$ cat config.mk
export PLATFORM = sky130hd
export DESIGN_NAME = rom_bank_mapper_with_irq_timer_unit
export DESIGN_NICKNAME = d
export VERILOG_FILES = /design/src/rtl/core/rbm_pkg.sv /design/src/rtl/core/rom_bank_mapper_with_irq_timer_unit.sv
export SDC_FILE = /design/constraint.sdc
export NUM_CORES = 1
export LEC_CHECK = 0
export BUFFER_PORTS_ARGS = -buffer_cell sky130_fd_sc_hd__buf_2
export CAP_MARGIN = 20
export CORE_AREA = 2 2 135 104
export DETAILED_ROUTE_END_ITERATION = 6
export DIE_AREA = 0 0 137 106
export GPL_TIMING_DRIVEN = 1
export PLACE_DENSITY = 0.85
export SLEW_MARGIN = 25
export SYNTH_ARGS = -nofsm -noshare
export SYNTH_HDL_FRONTEND = slang
export SYNTH_SLANG_ARGS = --single-unit
export TNS_END_PERCENT = 1
$ cat constraint.sdc
create_clock -name aclk -period 3.55 [get_ports aclk]
set_input_delay 0.1775 -clock aclk [delete_from_list [all_inputs] [get_ports aclk]]
set_output_delay 0.1775 -clock aclk [all_outputs]
set_load 0.01 [all_outputs]
$ cat src/rtl/core/rbm_pkg.sv
// shared types, register addresses and helpers for the rom bank mapper
package rbm_pkg;

    localparam int unsigned BANK_REG_BITS_DEF = 8;

    localparam int unsigned ADDR_W     = 16;
    localparam int unsigned DATA_W     = 8;
    localparam int unsigned OFFSET_W   = 21;
    localparam int unsigned LOG2_W     = 4;
    localparam int unsigned MASK_W     = 8;
    localparam int unsigned COUNT_W    = 16;
    localparam int unsigned PRG_PAGE_W = 13;
    localparam int unsigned CHR_PAGE_W = 10;
    localparam int unsigned PRG_WINDOWS = 3;
    localparam int unsigned CHR_WINDOWS = 8;

    localparam logic [LOG2_W-1:0] LOG2_MAX       = 4'd8;
    localparam logic [LOG2_W-1:0] PRG_LOG2_RESET = 4'd4;
    localparam logic [LOG2_W-1:0] CHR_LOG2_RESET = 4'd7;
    localparam logic [DATA_W-1:0] PRG_BANK1_RESET = 8'h01;
    localparam logic [DATA_W-1:0] PRG_BANK2_RESET = 8'hFE;

    // exact bus addresses of the mapper registers
    localparam logic [ADDR_W-1:0] ADDR_PRG0       = 16'h8000;
    localparam logic [ADDR_W-1:0] ADDR_PRG1       = 16'hA000;
    localparam logic [ADDR_W-1:0] ADDR_PRG2       = 16'hC000;
    localparam logic [ADDR_W-1:0] ADDR_MIRROR     = 16'h9001;
    localparam logic [ADDR_W-1:0] ADDR_IRQ_ENABLE = 16'h9003;
    localparam logic [ADDR_W-1:0] ADDR_IRQ_RELOAD = 16'h9004;
    localparam logic [ADDR_W-1:0] ADDR_RELOAD_HI  = 16'h9005;
    localparam logic [ADDR_W-1:0] ADDR_RELOAD_LO  = 16'h9006;
    localparam logic [ADDR_W-1:0] ADDR_CHR_FIRST  = 16'hB000;
    localparam logic [ADDR_W-1:0] ADDR_CHR_LAST   = 16'hB007;
    localparam logic [ADDR_W-1:0] ADDR_PRG_BASE   = 16'h8000;
    localparam logic [ADDR_W-1:0] ADDR_CHR_END    = 16'h2000;

    localparam int unsigned FLAG_BIT = 7;

    // configuration register indexes
    localparam logic [0:0] CFG_PRG_LOG2 = 1'b0;
    localparam logic [0:0] CFG_CHR_LOG2 = 1'b1;

    typedef enum logic [1:0] {
        REQ_WRITE = 2'd0,
        REQ_TICK  = 2'd1,
        REQ_PRG   = 2'd2,
        REQ_CHR   = 2'd3
    } req_type_t;

    // power-of-two bank mask, log2 saturated at eight
    function automatic logic [MASK_W-1:0] size_mask(input logic [LOG2_W-1:0] lg);
        logic [MASK_W:0] full;
        full = (lg >= LOG2_MAX) ? {1'b1, {MASK_W{1'b0}}}
                                : ((MASK_W+1)'(1) << lg[LOG2_W-2:0]);
        return MASK_W'(full - (MASK_W+1)'(1));
    endfunction

endpackage

$ cat src/rtl/core/rom_bank_mapper_with_irq_timer_unit.sv
// top level of the rom bank mapper with tick-driven irq counter
// an accepted input beat has its result beat in the output register in the next cycle
// throughput: one beat per cycle while m_tready is high, set by the single register stage between decode and output
// s_tready stays high while the output register is empty or being drained this cycle
// reset (aresetn low, synchronous): bank, mirroring and irq state and both log2 registers
// return to their defaults, the output register is emptied; no clearing pass is needed
module rom_bank_mapper_with_irq_timer_unit #(
    parameter int unsigned BANK_REG_BITS = rbm_pkg::BANK_REG_BITS_DEF
) (
    input  logic        aclk,
    input  logic        aresetn,
    // input beat
    input  logic        s_tvalid,
    output logic        s_tready,
    input  logic [23:0] s_tdata,   // address[15:0], data[23:16]
    input  logic [1:0]  s_tuser,   // req_type[1:0]
    // result beat
    output logic        m_tvalid,
    input  logic        m_tready,
    output logic [23:0] m_tdata,   // irq[0], rom_offset[21:1], mapped[22], mirror_horizontal[23]
    // configuration
    input  logic        psel,
    input  logic        penable,
    input  logic        pwrite,
    input  logic [2:0]  paddr,
    input  logic [31:0] pwdata,
    output logic [31:0] prdata,
    output logic        pready
);
    import rbm_pkg::*;

    // configuration registers
    logic [LOG2_W-1:0] prg_log2_reg;
    logic [LOG2_W-1:0] chr_log2_reg;

    // mapper state
    logic [BANK_REG_BITS-1:0] prg_bank_reg [PRG_WINDOWS];
    logic [BANK_REG_BITS-1:0] chr_bank_reg [CHR_WINDOWS];
    logic                     mirror_reg;
    logic [COUNT_W-1:0]       irq_count_reg;
    logic [COUNT_W-1:0]       irq_reload_reg;
    logic                     irq_enabled_reg;
    logic                     irq_pending_reg;

    logic                     mirror_next;
    logic [COUNT_W-1:0]       irq_count_next;
    logic [COUNT_W-1:0]       irq_reload_next;
    logic                     irq_enabled_next;
    logic                     irq_pending_next;

    // output register
    logic                     out_valid_reg;
    logic [23:0]              out_data_reg;

    // unpacked input beat
    req_type_t            in_type;
    logic [ADDR_W-1:0]    in_addr;
    logic [DATA_W-1:0]    in_data;
    logic                 in_accept;
    logic                 cfg_write;
    logic [0:0]           cfg_idx;

    // translation path
    logic [MASK_W-1:0]    prg_bank_sel;
    logic [MASK_W-1:0]    chr_bank_sel;
    logic [OFFSET_W-1:0]  offset;
    logic                 hit;
    logic [COUNT_W-1:0]   count_dec;

    assign in_type   = req_type_t'(s_tuser);
    assign in_addr   = s_tdata[ADDR_W-1:0];
    assign in_data   = s_tdata[ADDR_W +: DATA_W];

    // output register parts the two sides: accept while empty or draining
    assign s_tready  = !out_valid_reg || m_tready;
    assign in_accept = s_tvalid && s_tready;

    assign m_tvalid  = out_valid_reg;
    assign m_tdata   = out_data_reg;

    // apb: always ready, one bit of word address selects the register
    assign pready    = 1'b1;
    assign cfg_idx   = paddr[2:2];
    assign cfg_write = psel && penable && pwrite && pready;

    always_comb begin
        unique case (cfg_idx)
            CFG_PRG_LOG2: prdata = {{(32-LOG2_W){1'b0}}, prg_log2_reg};
            CFG_CHR_LOG2: prdata = {{(32-LOG2_W){1'b0}}, chr_log2_reg};
            default:      prdata = '0;
        endcase
    end

    always_ff @(posedge aclk) begin
        if (!aresetn) begin
            prg_log2_reg <= PRG_LOG2_RESET;
            chr_log2_reg <= CHR_LOG2_RESET;
        end else if (cfg_write) begin
            unique case (cfg_idx)
                CFG_PRG_LOG2: prg_log2_reg <= pwdata[LOG2_W-1:0];
                CFG_CHR_LOG2: chr_log2_reg <= pwdata[LOG2_W-1:0];
                default: ;
            endcase
        end
    end

    // program window: the top window is pinned to the last bank
    always_comb begin
        case (in_addr[PRG_PAGE_W +: 2])
            2'd0:    prg_bank_sel = MASK_W'(prg_bank_reg[0]) & size_mask(prg_log2_reg);
            2'd1:    prg_bank_sel = MASK_W'(prg_bank_reg[1]) & size_mask(prg_log2_reg);
            2'd2:    prg_bank_sel = MASK_W'(prg_bank_reg[2]) & size_mask(prg_log2_reg);
            default: prg_bank_sel = size_mask(prg_log2_reg);
        endcase
    end

    assign chr_bank_sel = MASK_W'(chr_bank_reg[in_addr[CHR_PAGE_W +: 3]])
                          & size_mask(chr_log2_reg);

    assign count_dec = irq_count_reg - COUNT_W'(1);

    // next state and result for the beat at the input
    always_comb begin
        mirror_next      = mirror_reg;
        irq_count_next   = irq_count_reg;
        irq_reload_next  = irq_reload_reg;
        irq_enabled_next = irq_enabled_reg;
        irq_pending_next = irq_pending_reg;
        offset           = '0;
        hit              = 1'b0;

        unique case (in_type)
            REQ_WRITE: begin
                unique case (in_addr) inside
                    ADDR_MIRROR: mirror_next = in_data[FLAG_BIT];
                    ADDR_IRQ_ENABLE: begin
                        irq_enabled_next = in_data[FLAG_BIT];
                        irq_pending_next = 1'b0;
                    end
                    ADDR_IRQ_RELOAD: begin
                        irq_count_next   = irq_reload_reg;
                        irq_pending_next = 1'b0;
                    end
                    ADDR_RELOAD_HI: irq_reload_next = {in_data, irq_reload_reg[7:0]};
                    ADDR_RELOAD_LO: irq_reload_next = {irq_reload_reg[15:8], in_data};
                    default: ;
                endcase
            end
            REQ_TICK: begin
                // a running counter decrements; reaching zero raises the irq
                if (irq_enabled_reg && (irq_count_reg != '0)) begin
                    irq_count_next = count_dec;
                    if (count_dec == '0) begin
                        irq_pending_next = 1'b1;
                    end
                end
            end
            REQ_PRG: begin
                if (in_addr >= ADDR_PRG_BASE) begin
                    offset = {prg_bank_sel, in_addr[PRG_PAGE_W-1:0]};
                    hit    = 1'b1;
                end
            end
            REQ_CHR: begin
                if (in_addr < ADDR_CHR_END) begin
                    offset = OFFSET_W'({chr_bank_sel, in_addr[CHR_PAGE_W-1:0]});
                    hit    = 1'b1;
                end
            end
            default: ;
        endcase
    end

    // bank registers keep only the low bank bits of the written byte
    always_ff @(posedge aclk) begin
        if (!aresetn) begin
            prg_bank_reg[0] <= '0;
            prg_bank_reg[1] <= BANK_REG_BITS'(PRG_BANK1_RESET);
            prg_bank_reg[2] <= BANK_REG_BITS'(PRG_BANK2_RESET);
            for (int i = 0; i < CHR_WINDOWS; i++) begin
                chr_bank_reg[i] <= '0;
            end
        end else if (in_accept && (in_type == REQ_WRITE)) begin
            unique case (in_addr) inside
                ADDR_PRG0: prg_bank_reg[0] <= in_data[BANK_REG_BITS-1:0];
                ADDR_PRG1: prg_bank_reg[1] <= in_data[BANK_REG_BITS-1:0];
                ADDR_PRG2: prg_bank_reg[2] <= in_data[BANK_REG_BITS-1:0];
                [ADDR_CHR_FIRST:ADDR_CHR_LAST]:
                    chr_bank_reg[in_addr[2:0]] <= in_data[BANK_REG_BITS-1:0];
                default: ;
            endcase
        end
    end

    always_ff @(posedge aclk) begin
        if (!aresetn) begin
            mirror_reg      <= 1'b0;
            irq_count_reg   <= '0;
            irq_reload_reg  <= '0;
            irq_enabled_reg <= 1'b0;
            irq_pending_reg <= 1'b0;
        end else if (in_accept) begin
            mirror_reg      <= mirror_next;
            irq_count_reg   <= irq_count_next;
            irq_reload_reg  <= irq_reload_next;
            irq_enabled_reg <= irq_enabled_next;
            irq_pending_reg <= irq_pending_next;
        end
    end

    // result register: state as left by the beat
    always_ff @(posedge aclk) begin
        if (!aresetn) begin
            out_valid_reg <= 1'b0;
        end else if (in_accept) begin
            out_valid_reg <= 1'b1;
        end else if (m_tready) begin
            out_valid_reg <= 1'b0;
        end
    end

    always_ff @(posedge aclk) begin
        if (in_accept) begin
            out_data_reg <= {mirror_next, hit, offset, irq_pending_next};
        end
    end

    // irq can only be raised by a tick
    a_irq_from_tick: assert property (@(posedge aclk) disable iff (!aresetn)
        $rose(irq_pending_reg) |-> $past(in_accept && (in_type == REQ_TICK)))
        else $error("irq raised without a tick");

    // acknowledge clears the pending irq
    a_irq_ack: assert property (@(posedge aclk) disable iff (!aresetn)
        (in_accept && (in_type == REQ_WRITE)
         && ((in_addr == ADDR_IRQ_ENABLE) || (in_addr == ADDR_IRQ_RELOAD)))
        |=> !irq_pending_reg)
        else $error("irq acknowledge did not clear pending");

    // an idle counter does not move on a tick
    a_count_idle: assert property (@(posedge aclk) disable iff (!aresetn)
        (in_accept && (in_type == REQ_TICK)
         && (!irq_enabled_reg || (irq_count_reg == '0)))
        |=> $stable(irq_count_reg))
        else $error("stopped counter changed on tick");

    // unmapped results carry a zero offset
    a_unmapped_zero: assert property (@(posedge aclk) disable iff (!aresetn)
        (out_valid_reg && !out_data_reg[22]) |-> (out_data_reg[21:1] == '0))
        else $error("unmapped result with nonzero offset");

endmodule
# Word level (Yosys, flattened, before mapping)
# Memories as Yosys holds them, arrays and structs flattened.
# Index checks and enable logic that the tools add are counted.
[op_classes] addsub=3 n_lt_le_gt_ge=6 eq_ne=15 n_shift=2 muxes=45 n_bitwise=10 n_reduce_logical=22
[ops] cell="16-bit == test, second input constant" n=8
[ops] cell="16-bit one-hot mux with 2 select lines" n=2
[ops] cell="32-bit one-hot mux with 2 select lines" n=1
[ops] cell="8-bit 2-to-1 mux" n=6
[ops] cell="21-bit one-hot mux with 2 select lines" n=1
[ops] cell="8-bit AND" n=4
[ops] cell="16-bit >= comparator, second input constant" n=2
[ops] cell="16-bit 2-to-1 mux" n=2
[ops] cell="1-bit 2-to-1 mux" n=27
[ops] cell="8-bit one-hot mux with 3 select lines" n=1
[ops] cell="21-bit 2-to-1 mux" n=1
[ops] cell="18-bit 2-to-1 mux" n=1
[ops] cell="16-bit less-or-equal comparator, second input constant" n=1
[ops] cell="16-bit logical NOT" n=1
[ops] cell="16-bit by 14-bit < comparator with 1-bit output, second input constant" n=1
[ops] cell="16-bit nonzero test" n=1
[ops] cell="1-bit by 3-bit left shift with 8-bit output, first input constant" n=2
[ops] cell="16-bit by 1-bit subtractor with 16-bit output, second input constant" n=1
[ops] cell="8-bit by 1-bit subtractor with 8-bit output, second input constant" n=2
[ops] cell="4-bit AND reduction" n=3
[ops] cell="4-bit >= comparator, second input constant" n=2
[ops] cell="8-bit OR reduction" n=1
[ops] cell="2-bit == test, second input constant" n=3
[ops] cell="1-bit logical AND" n=6
[ops] cell="other kinds (13)" n=23
[totals] register_bits=68 ramBits=88 in_bits=68 out_inout_bits=59 memories=2
[mem_list] name="chr_bank_reg" depth=8 word_bits=8 read_ports=1 rd_ports_with_merged_regs=0 wr=8 line="rom_bank_mapper_with_irq_timer_unit.sv:38" text="logic [BANK_REG_BITS-1:0] chr_bank_reg [CHR_WINDOWS];"
[mem_list] name="prg_bank_reg" depth=3 word_bits=8 read_ports=3 rd_ports_with_merged_regs=0 wr=3 line="rom_bank_mapper_with_irq_timer_unit.sv:37" text="logic [BANK_REG_BITS-1:0] prg_bank_reg [PRG_WINDOWS];"

# Depth between registers and ports, before layout
[depth] depth_word=9 ltp_mapped=9 depth_no_buf=8

# Worst setup path after synthesis
# OpenSTA, ideal clock, no wires.
[synth_path] kind="input -> register" startpoint="input s_tdata[11]" endpoint="memory chr_bank_reg[3][0] (netlist name) (enable)" setup_ps=384 arrival_ps=2041 required_time_ps=3166 path_slack_ps=1124 stages=6 cell_sequence="buf_2 > nor4_4 > nand4_2 > or3_1 > clkbuf_1 > o21ai_0"
[synth_lines] element="from (decl)" line="rom_bank_mapper_with_irq_timer_unit.sv:15" text="input logic [23:0] s_tdata,"
[synth_lines] element="to (decl)" line="rom_bank_mapper_with_irq_timer_unit.sv:38"

# Worst setup path after layout
[layout_path] startpoint="register irq_count_reg[0]" endpoint="register irq_pending_reg"
[layout_via] elab_chain_cells=5
[layout_lines] element="from (decl)" line="rom_bank_mapper_with_irq_timer_unit.sv:40" text="logic [COUNT_W-1:0] irq_count_reg;"
[layout_lines] element="from (signal assigned)" line="rom_bank_mapper_with_irq_timer_unit.sv:204" text="irq_count_reg <= irq_count_next;"
[layout_lines] element="16-bit by 1-bit subtractor with 16-bit output" line="rom_bank_mapper_with_irq_timer_unit.sv:120" text="assign count_dec = irq_count_reg - COUNT_W'(1);"
[layout_lines] element="16-bit logical NOT" line="rom_bank_mapper_with_irq_timer_unit.sv:153" text="if (count_dec == '0) begin"
[layout_lines] element="1-bit 2-to-1 mux" line="rom_bank_mapper_with_irq_timer_unit.sv:153"
[layout_lines] element="1-bit 2-to-1 mux *" line="rom_bank_mapper_with_irq_timer_unit.sv:151" text="if (irq_enabled_reg && (irq_count_reg != '0)) begin"
[layout_lines] element="1-bit one-hot mux with 2 select lines *" line="rom_bank_mapper_with_irq_timer_unit.sv:132" text="unique case (in_type)"
[layout_lines] element="to (signal assigned)" line="rom_bank_mapper_with_irq_timer_unit.sv:207" text="irq_pending_reg <= irq_pending_next;"
[layout_lines] element="to (decl)" line="rom_bank_mapper_with_irq_timer_unit.sv:43" text="logic irq_pending_reg;"
# Every way passes the cells marked *; elsewhere a longest branch is shown, timed or not.
# A chain may end at the register's enable or synchronous reset.

==> results.md <==
Drt:
- In the routed design, unresolved DRC markers number 0.
- The number of DRC markers in iteration 0 is 733.
- The total wire length after detailed routing is 19300 microns.
- The routed wirelength normalized by instance count is 20.3 microns.
- The number of nets with antenna violations after routing is 0.
- Across all layers, the routed design uses 5919 vias.
- For this run, the detailed router's first-pass iteration total came to 5.
- In the routed layout, each cell is associated on average with a via count of 6.22.

Setup path:
- The number of cell instances on the worst register-to-register path is 7.
- The capture instance of the worst register-to-register path is irq_pending_reg$_SDFFE_PN0P_.
- Grouping stages by cell kind, the critical path spends the most delay in simple AND/OR/NAND/NOR gates.
- Walking the worst path, the cells encountered are inv_1, ha_1, or4b_1, xnor2_1, o31ai_1, or4b_1, a21oi_1.
- Data arrives at the worst endpoint at 2.93 ns.
- For this design, the slowest cell found on the critical path is sky130_fd_sc_hd__or4b_1.
- The longest individual stage delay on the worst path is 0.63 ns.
- Together, buffers and inverters on the worst path number 1.
- The most numerous cell type found on the critical path is sky130_fd_sc_hd__or4b_1.
- The required time at the endpoint of the critical path is 3.91 ns.
- The slack of the worst reg-to-reg path is 0.98 ns.
- The kind of start point of the critical path is a flop.
- The critical setup path kind is flop to flop.
- In this run the worst path has a maximum fanout of 8.
- The critical register-to-register path startpoint is irq_count_reg[0]$_SDFFE_PN0P_.
- The endpoint class of the critical path is a flop.

Worst hold path:
- The hold path depth is 3.
- The hold-critical path endpoint is chr_log2_reg[1]$_SDFFE_PN1P_.
- The startpoint identified for the worst hold timing path is pwdata[1].
- The worst min-delay path category is input port to flop.

Layout:
- The filler-free cell count of the finished design is 952.
- The number of antenna diodes in the final layout is 0.
- Of the cells placed in the final design, the portion with a size suffix greater than 1 is 0.197.
- Counting the fill cells in the layout gives 958.
- The register with the most flip-flops in the layout has 64 of them.
- Once layout is done, the placed cells without fillers occupy 8970 sq um.
- In the layout the commonest cells are sky130_fd_sc_hd__edfxtp_1, sky130_fd_sc_hd__and2_1, sky130_fd_sc_hd__buf_2, sky130_fd_sc_hd__nor2_1, sky130_fd_sc_hd__dfxtp_1.
- Compared with the post-synthesis result, the final layout area differs by 11.9%.
- Leaving out fill and tap cells, the most frequent cell in the layout is sky130_fd_sc_hd__edfxtp_1.
- The final layout contains 840 nets.

Synth:
- Of the total synthesized cell area, the portion taken by full adders, half adders and majority gates is 0.0125.
- The fraction of synthesized cell area in xor and xnor cells is 0.00328.
- The number of warnings reported in the yosys synthesis log is 0.
- The share of cell area taken by muxes after synthesis is 0.0923.
- The fraction of registers with async set/reset is 0.
- After synthesis the netlist holds a flip-flop and latch count of 156.
- The area fraction in compound gates after synthesis is 0.107.
- The number of enable-type register cells in the synthesized netlist is 112.
- Of the total synthesized cell area, the portion taken by AND, OR, NAND and NOR gates is 0.196.
- The mean instance size in the synthesized netlist is 11.3 sq um.
- In the synthesized netlist the dominant register cell turns out to be sky130_fd_sc_hd__edfxtp_1.
- The number of distinct library cell variants in the gate-level netlist after synthesis is 67.
- The number of instances in the synthesized netlist is 711.
- The dominant combinational cell family by area after synthesis is simple AND/OR/NAND/NOR gates.
- Of the synthesized area, sequential elements account for 0.530.
- The cell area after synthesis is 8010 sq um.

Timing:
- The number of hold-slack violations in the final timing report is 0.
- The final number of setup-violating endpoints is 0.
- The worst path needs 2.57 ns of the cycle, external delays included.
- The clock arrives with 0.00962 ns of skew.
- Of the available clock period, the critical path in the final layout requires 0.723.
- At the pin with the least slew margin, the transition time is 0.758 ns.
- The number of max-slew violations in the final report is 0.
- The worst path meets setup with 0.983 ns of slack.
- The setup TNS is 0 ns.
- Setup repair after global routing left no endpoint under its margin.
- Based on the critical path, the design can be clocked at up to 390 MHz.
- Measured against its own limit, the worst slew margin works out to 0.491.

Global route:
- For met3 alone, demand over resource in global routing was 0.0472.
- Global routing finished with a remaining overflow of 0.
- The initial antenna violation count is 0.
- The number of global-route vias before repair is 5742.
- The total global-route track usage is 0.275.
- The first global-routing pass estimated 30000 microns of wire.
- The layer carrying the most global-route usage is met2.
- The routing usage on met2 is 0.431.
- Entering global routing, the biggest net connects 35 pins.
- The met1 global-route usage is 0.372.

Power and ir drop:
- Across the VDD grid, the largest voltage drop is 0.000464 V.
- The overall power consumption is 0.00410 W.
- The power density normalized to cell area is 457 nW/um^2.
- The analysis attributes to cell leakage a power of 3.42 nW.

Placed design:
- In this run, placement finished with an instance count of 918.
- The worst-case setup slack after placement is 0.695 ns.
- After legalization and detailed placement, the total HPWL measured 13100 microns.
- The congestion estimate from routability-driven global placement came to 0.893.
- The number of buffer cells added on primary ports is 67.
- The cell area after placement is 8370 sq um.

Clock network:
- The number of setup buffers added after CTS is 0.
- The number of levels in the clock H-tree is 4.
- Clock-pin slew was measured on the worst setup and hold paths at 0.07 ns.
- TritonCTS built the clock tree.
- The root buffer cell chosen for the clock tree is sky130_fd_sc_hd__clkbuf_16.
- TritonCTS created 17 clock buffers.
- The post-CTS resize count is 0.
- For this design, the CTS-stage hold fixing added 2 buffers.
- The clock insertion delay at the later pin of the skew report is 0.43 ns.
- The clock drives 156 sinks.
- The clock passes through at most 2 buffers.

Floorplan:
- The initial utilization of the core area, before any placement, comes to 0.601.
- The die covers 14500 sq um.
- The floorplan die height is 106 microns.
- In this run the horizontal extent of the chip is 137 microns.
- 127 I/O pins were placed.
- The number of placement rows is 37.
- The core box area is 13300 sq um.

Job:
- Max-cap violations in this run came to 0.

Outcome:
- The run finished with clean final reports.
[tightest hold or removal path, stage by stage]
cell                      delay [ns]
sky130_fd_sc_hd__buf_2          0.10
sky130_fd_sc_hd__mux2i_1        0.06
sky130_fd_sc_hd__nand2_1        0.07
[worst max path at each step]
stage	startpoint	to	slack (ns)	cells past startpoint
2_1_floorplan	s_tdata[11]	chr_bank_reg[3][0]$_SDFFCE_PN0P_	1.12	6
3_3_place_gp	s_tdata[11]	chr_bank_reg[1][1]$_SDFFCE_PN0P_	0.80	6
3_5_place_dp	s_tdata[11]	chr_bank_reg[1][5]$_SDFFCE_PN0P_	0.69	6
4_1_cts	irq_count_reg[0]$_SDFFE_PN0P_	irq_pending_reg$_SDFFE_PN0P_	1.02	7
5_1_grt	irq_count_reg[0]$_SDFFE_PN0P_	irq_pending_reg$_SDFFE_PN0P_	0.87	7
6_report	irq_count_reg[0]$_SDFFE_PN0P_	irq_pending_reg$_SDFFE_PN0P_	0.98	7
[kinds of logic after synthesis]
group | count (synthesis)
flops | 156
xor+xnor | 3
fa+ha+maj | 8
simple gates | 270
buf+inv | 89
mux | 53
other cells | 2
compound gates | 130
[report_power, final]
part           total (W)  switching [W]  leakage [nW]  internal (W)
Combinational   0.000309       0.000207          1.62      0.000102
Sequential       0.00201      0.0000178          1.52       0.00199
Clock            0.00178       0.000792         0.278      0.000987
[Yosys cell counts, drive strengths merged (16+ instances only)]
cell,instances,area share
edfxtp,112,0.42
and2,75,0.059
nor2,62,0.030
dfxtp,44,0.11
clkbuf,41,0.019
o21ai,38,0.024
buf,37,0.034
nand2,33,0.015
a21oi,30,0.019
mux2i,30,0.037
o31ai,18,0.017
or3,17,0.013
mux4,16,0.045
[through the flow]
stage	hold WS, ns	util
finish	0.0238	0.673
global route	0.0426	0.673
CTS	0.0123	0.673
detailed placement	0.423	0.627
global placement	0.420	0.627
floorplan	0.303	-
[metal layers]
| layer | share of wire | wire length (microns) | up-vias |
|---|---|---|---|
| met5 | 0 | 0 | - |
| met4 | 0.033 | 641 | 0 |
| met3 | 0.10 | 1990 | 54 |
| met2 | 0.46 | 8820 | 375 |
| met1 | 0.41 | 7860 | 2820 |
| li1 | - | - | 2670 |
[cell type report]
cell class                      count  area (sq um)  area share
Clock inverter                     15           158      0.0176
Sequential cell                   156          4240       0.473
Inverter                           11          41.3     0.00460
Tap cell                          175           219      0.0244
Timing Repair Buffer               85           475      0.0530
Multi-Input combinational cell    493          3410       0.380
Clock buffer                       17           425      0.0474
No activity file was read; power rests on OpenSTA's default activity.
